--- src/rtl/tea_pkg.sv ---
package tea_pkg;

  // fixed field widths
  localparam int ID_W   = 10;
  localparam int VERT_W = 16;
  localparam int CNT_W  = 11;
  localparam int SLOT_W = 2;
  localparam int ENT_W  = 3 * VERT_W;

  // register port
  localparam int DATA_W = 32;
  localparam int ADDR_W = 3;

  // parameter defaults
  localparam int MAX_TRIS_DEF = 1024;
  localparam int MAX_NB_DEF   = 8;

  // opcodes of an input word
  localparam logic OP_LOAD  = 1'b0;
  localparam logic OP_QUERY = 1'b1;

  // register indexes
  localparam logic [ADDR_W-3:0] REG_TRI_COUNT = '0;

  typedef enum logic [2:0] {
    S_IDLE,
    S_QFETCH,
    S_SCAN,
    S_SUM,
    S_DRAIN
  } tea_state_t;

  // commands from controller to datapath
  typedef struct packed {
    logic load_wr;
    logic q_start;
    logic q_fetch;
    logic scan_step;
    logic sum;
    logic emit;
  } tea_cmd_t;

  // status from datapath to controller
  typedef struct packed {
    logic id_ok;
    logic cnt_zero;
    logic scan_last;
    logic out_free;
    logic drain_last;
  } tea_stat_t;

  // next vertex position around a triangle
  function automatic int nxt3(input int k);
    return (k == 2) ? 0 : k + 1;
  endfunction

endpackage

--- src/rtl/tea_ctrl.sv ---
module tea_ctrl (
  input  logic              clk,
  input  logic              rst_n,
  input  logic              in_valid,
  input  logic              in_op,
  input  tea_pkg::tea_stat_t stat,
  output logic              in_stall,
  output tea_pkg::tea_cmd_t  cmd
);
  import tea_pkg::*;

  tea_state_t state_r, state_nxt;

  // state register
  always_ff @(posedge clk) begin
    if (!rst_n) begin
      state_r <= S_IDLE;
    end else begin
      state_r <= state_nxt;
    end
  end

  // next state
  always_comb begin
    state_nxt = state_r;
    case (state_r)
      S_IDLE: begin
        if (in_valid && in_op == OP_QUERY) state_nxt = S_QFETCH;
      end
      S_QFETCH: begin
        if (!stat.id_ok || stat.cnt_zero) state_nxt = S_SUM;
        else state_nxt = S_SCAN;
      end
      S_SCAN: begin
        if (stat.scan_last) state_nxt = S_SUM;
      end
      S_SUM: begin
        state_nxt = S_DRAIN;
      end
      S_DRAIN: begin
        if (stat.out_free && stat.drain_last) state_nxt = S_IDLE;
      end
      default: begin
        state_nxt = S_IDLE;
      end
    endcase
  end

  // command outputs
  always_comb begin
    cmd      = '0;
    in_stall = 1'b1;
    case (state_r)
      S_IDLE: begin
        in_stall    = 1'b0;
        cmd.load_wr = in_valid && in_op == OP_LOAD;
        cmd.q_start = in_valid && in_op == OP_QUERY;
      end
      S_QFETCH: begin
        cmd.q_fetch = 1'b1;
      end
      S_SCAN: begin
        cmd.scan_step = 1'b1;
      end
      S_SUM: begin
        cmd.sum = 1'b1;
      end
      S_DRAIN: begin
        cmd.emit = stat.out_free;
      end
      default: begin
        cmd = '0;
      end
    endcase
  end

endmodule

--- config.mk ---
export PLATFORM = sky130hd
export DESIGN_NAME = tea_ctrl
export DESIGN_NICKNAME = d
export VERILOG_FILES = /design/src/rtl/tea_pkg.sv /design/src/rtl/tea_ctrl.sv
export SDC_FILE = /design/constraint.sdc
export NUM_CORES = 1
export LEC_CHECK = 0
export ABC_AREA = 1
export BUFFER_PORTS_ARGS = -buffer_cell sky130_fd_sc_hd__buf_2
export CORE_AREA = 10 10 47 49
export CTS_BUF_LIST = sky130_fd_sc_hd__clkbuf_8
export CTS_CLUSTER_SIZE = 30
export DETAILED_ROUTE_END_ITERATION = 6
export DIE_AREA = 0 0 57 59
export PLACE_DENSITY = 0.46
export SYNTH_ARGS = -nofsm -noshare
export SYNTH_HDL_FRONTEND = slang
export SYNTH_SLANG_ARGS = --single-unit
--- constraint.sdc ---
create_clock -name clk -period 1.1 [get_ports clk]
set_input_delay 0.22 -clock clk [delete_from_list [all_inputs] [get_ports clk]]
set_output_delay 0.22 -clock clk [all_outputs]
set_load 0.03 [all_outputs]
==> reports/results.tsv <==
stage	metric	value	unit
critical_path	arrival	1.13	ns
yosys	ys_seq_area_share	28.2	%
placed_design	gp_congestion	0.616	
clock_network	numClockSinks	3	
sta	post-route-period-util	122	%
yosys	synth_cells	34	
clock_network	numCtsBuffers	3	
floorplanning	fp.dieH	59	um
clock_network	tritoncts	yes	
run_status	violations	negative setup slack	
placed_design	placed_cells	64	
cells_and_area	final_cell_mix	buf_2 (8), inv_1 (7), nand2_1 (7)	
cells_and_area	layout.cells.most_common	buf_2	
yosys	synth_seq_cells	3	
cells_and_area	fin_nets	68	
critical_path	crit_path_start_kind	flop	
grt	grt_max_degree	6	
pwr	powerDensity	1970	mW/mm^2
sta	drv_slew	0	
sta	clock_skew	0.00132	ns
cells_and_area	final_cells	74	
yosys	ys_types	12	
sta	relSlewSlack	90.5	%
sta	timing.final.ws_setup	-0.246	ns
critical_path	endpoint_kind	output port	
cells_and_area	fin_util	36.0	%
detailed_routing	vias	286	
clock_network	clock_latency	0.22	ns
clock_network	path_clk_slew	0.03	ns
floorplanning	dieArea	0.00336	mm^2
cells_and_area	regMostFlops	state_r	
sta	hold_viol	0	
critical_path	path_max_fanout	5	
yosys	syn_avg_cell_area	6.26	um^2
detailed_routing	drt_iter0_drc	5	
critical_path	critPathRequiredTime	0.88	ns
sta	rsz0062_at_grt	true	
placed_design	io_buffers	15	
sta	fin_crit	1.35	ns
grt	grt_pass1_wl	1.19	mm
yosys	synthesis.area	213	um^2
sta	max_freq	743	MHz
yosys	yosys_warnings	0	
critical_path	worstSetupPathType	flop to output port	
placed_design	dp_hpwl	547	um
detailed_routing	wl_per_cell	9.81	um
sta	worstMarginPinSlew	0.143	ns
floorplanning	fp.dieW	57	um
yosys	synth_nets	43	
clock_network	htree_levels	1	
grt	grt_overflow	0	
sta	setup_tns	-1.12	ns
pwr	ir_worst_vdd	0.535	mV
sta	final-setup-viol-count	7	
detailed_routing	firstDrtPassIters	4	
clock_network	cts_root_buf	clkbuf_8	
grt	antenna_found_initial	0	
floorplanning	start_util	15.2	%
clock_network	clockBufferDepth	2	
pwr	p_leak	0.277	nW
detailed_routing	ant_nets	0	
cells_and_area	insertedDiodeCount	0	
flow_run	maxCapViolations	0	
cells_and_area	syn_to_final_growth	137	%
detailed_routing	vias_per_cell	3.86	
floorplanning	io_pins	16	
cells_and_area	fill_cells	158	
worst_hold_path	hold_path.class	input pin to flop	
floorplanning	rows	14	
detailed_routing	drt_wl_total	726	um
floorplanning	core	0.00140	mm^2
sta	holdWs	0.279	ns
cells_and_area	top_regs	state_r: 3 flops	
cells_and_area	largest_register_ffs	3	
cells_and_area	drive_above_1_share	60.3	%
grt	grt_pass1_vias	303	
run_status	status	finished, violations left	
grt	track_usage	4.58	%
detailed_routing	drcViolationCount	0	
-- cells in the mapped netlist (all sizes together) --
cell | instances | area, um^2
a21oi | 2 | 10.0
inv | 8 | 30.0
nand2 | 8 | 32.5
buf | 1 | 7.51
nor2 | 3 | 13.8
nor3b | 1 | 12.5
nor3 | 1 | 10.0
and3 | 1 | 6.26
nand3 | 6 | 30.0
dfxtp | 3 | 60.1
-- routing by layer --
| metal | share of wire [%] | track usage, % | routed length [um] |
|---|---|---|---|
| met1 | 33 | 3.69 | 237 |
| met2 | 54 | 7.75 | 395 |
| met3 | 9.8 | 2.79 | 71 |
| met4 | 2.9 | 4.03 | 21 |
| met5 | 0 | 0 | 0 |
-- metrics by stage --
step / setup slack (ns) / cell area, um^2 / total power [mW]
after floorplan: -0.0767 / 234 / 0.384
after global routing: -0.294 / 504 / 1.05
after CTS: -0.235 / 464 / 0.927
after global placement: -0.0440 / 322 / 0.458
final: -0.246 / 504 / 0.993
after detailed placement: -0.0586 / 322 / 0.457
-- critical path, cell delays in order (launching register included) --
cell and delay [ns]:
dfxtp_4 0.35, nor2_4 0.14, nand2_4 0.08, buf_12 0.13
nor2_4 0.07, buf_6 0.13
-- logic make-up (layout without fill, tap and decap cells) --
family | Yosys count | in the layout | share of synthesized area (%)
compound gates | 2 | 2 | 4.71
flops | 3 | 3 | 28.2
buf+inv | 9 | 33 | 17.6
simple gates | 20 | 20 | 49.4
-- layout make-up --
class | instances | area [um^2] | area share [%]
clock buffer | 3 | 41.3 | 8.19
clock inverter | 1 | 3.75 | 0.744
inverter | 8 | 32.5 | 6.45
multi-input combinational | 22 | 151 | 30.0
sequential | 3 | 66.3 | 13.2
tap | 16 | 20.0 | 3.97
timing repair buffer | 21 | 189 | 37.5
-- worst paths after layout --
path	from	end	depth (start not counted)	slack [ns]
max	state_r[0]$_SDFFE_PN0P_	cmd[4]	5	-0.25
min	rst_n	state_r[2]$_SDFFE_PN0P_	3	0.28
max reg2reg	state_r[0]$_SDFFE_PN0P_	state_r[0]$_SDFFE_PN0P_	6	0.06
min reg2reg	state_r[1]$_SDFFE_PN0P_	state_r[2]$_SDFFE_PN0P_	2	0.54
-- where the power goes --
| group | switching, mW | leakage [nW] | internal, mW | total [mW] |
|---|---|---|---|---|
| registers | 0.0247 | 0.0261 | 0.134 | 0.159 |
| clock network | 0.0789 | 0.0269 | 0.238 | 0.317 |
| logic | 0.247 | 0.224 | 0.270 | 0.517 |
-- repair_timing --
item                                   in CTS  in global routing
setup endpoints to repair                   7                  7
pin swaps                                   0                  4
endpoints found under the hold margin       0                  0
gates resized for setup                    17                  4
setup buffers                               3                  3
hold buffers                                0                  0
No activity file was read; power rests on OpenSTA's default activity.
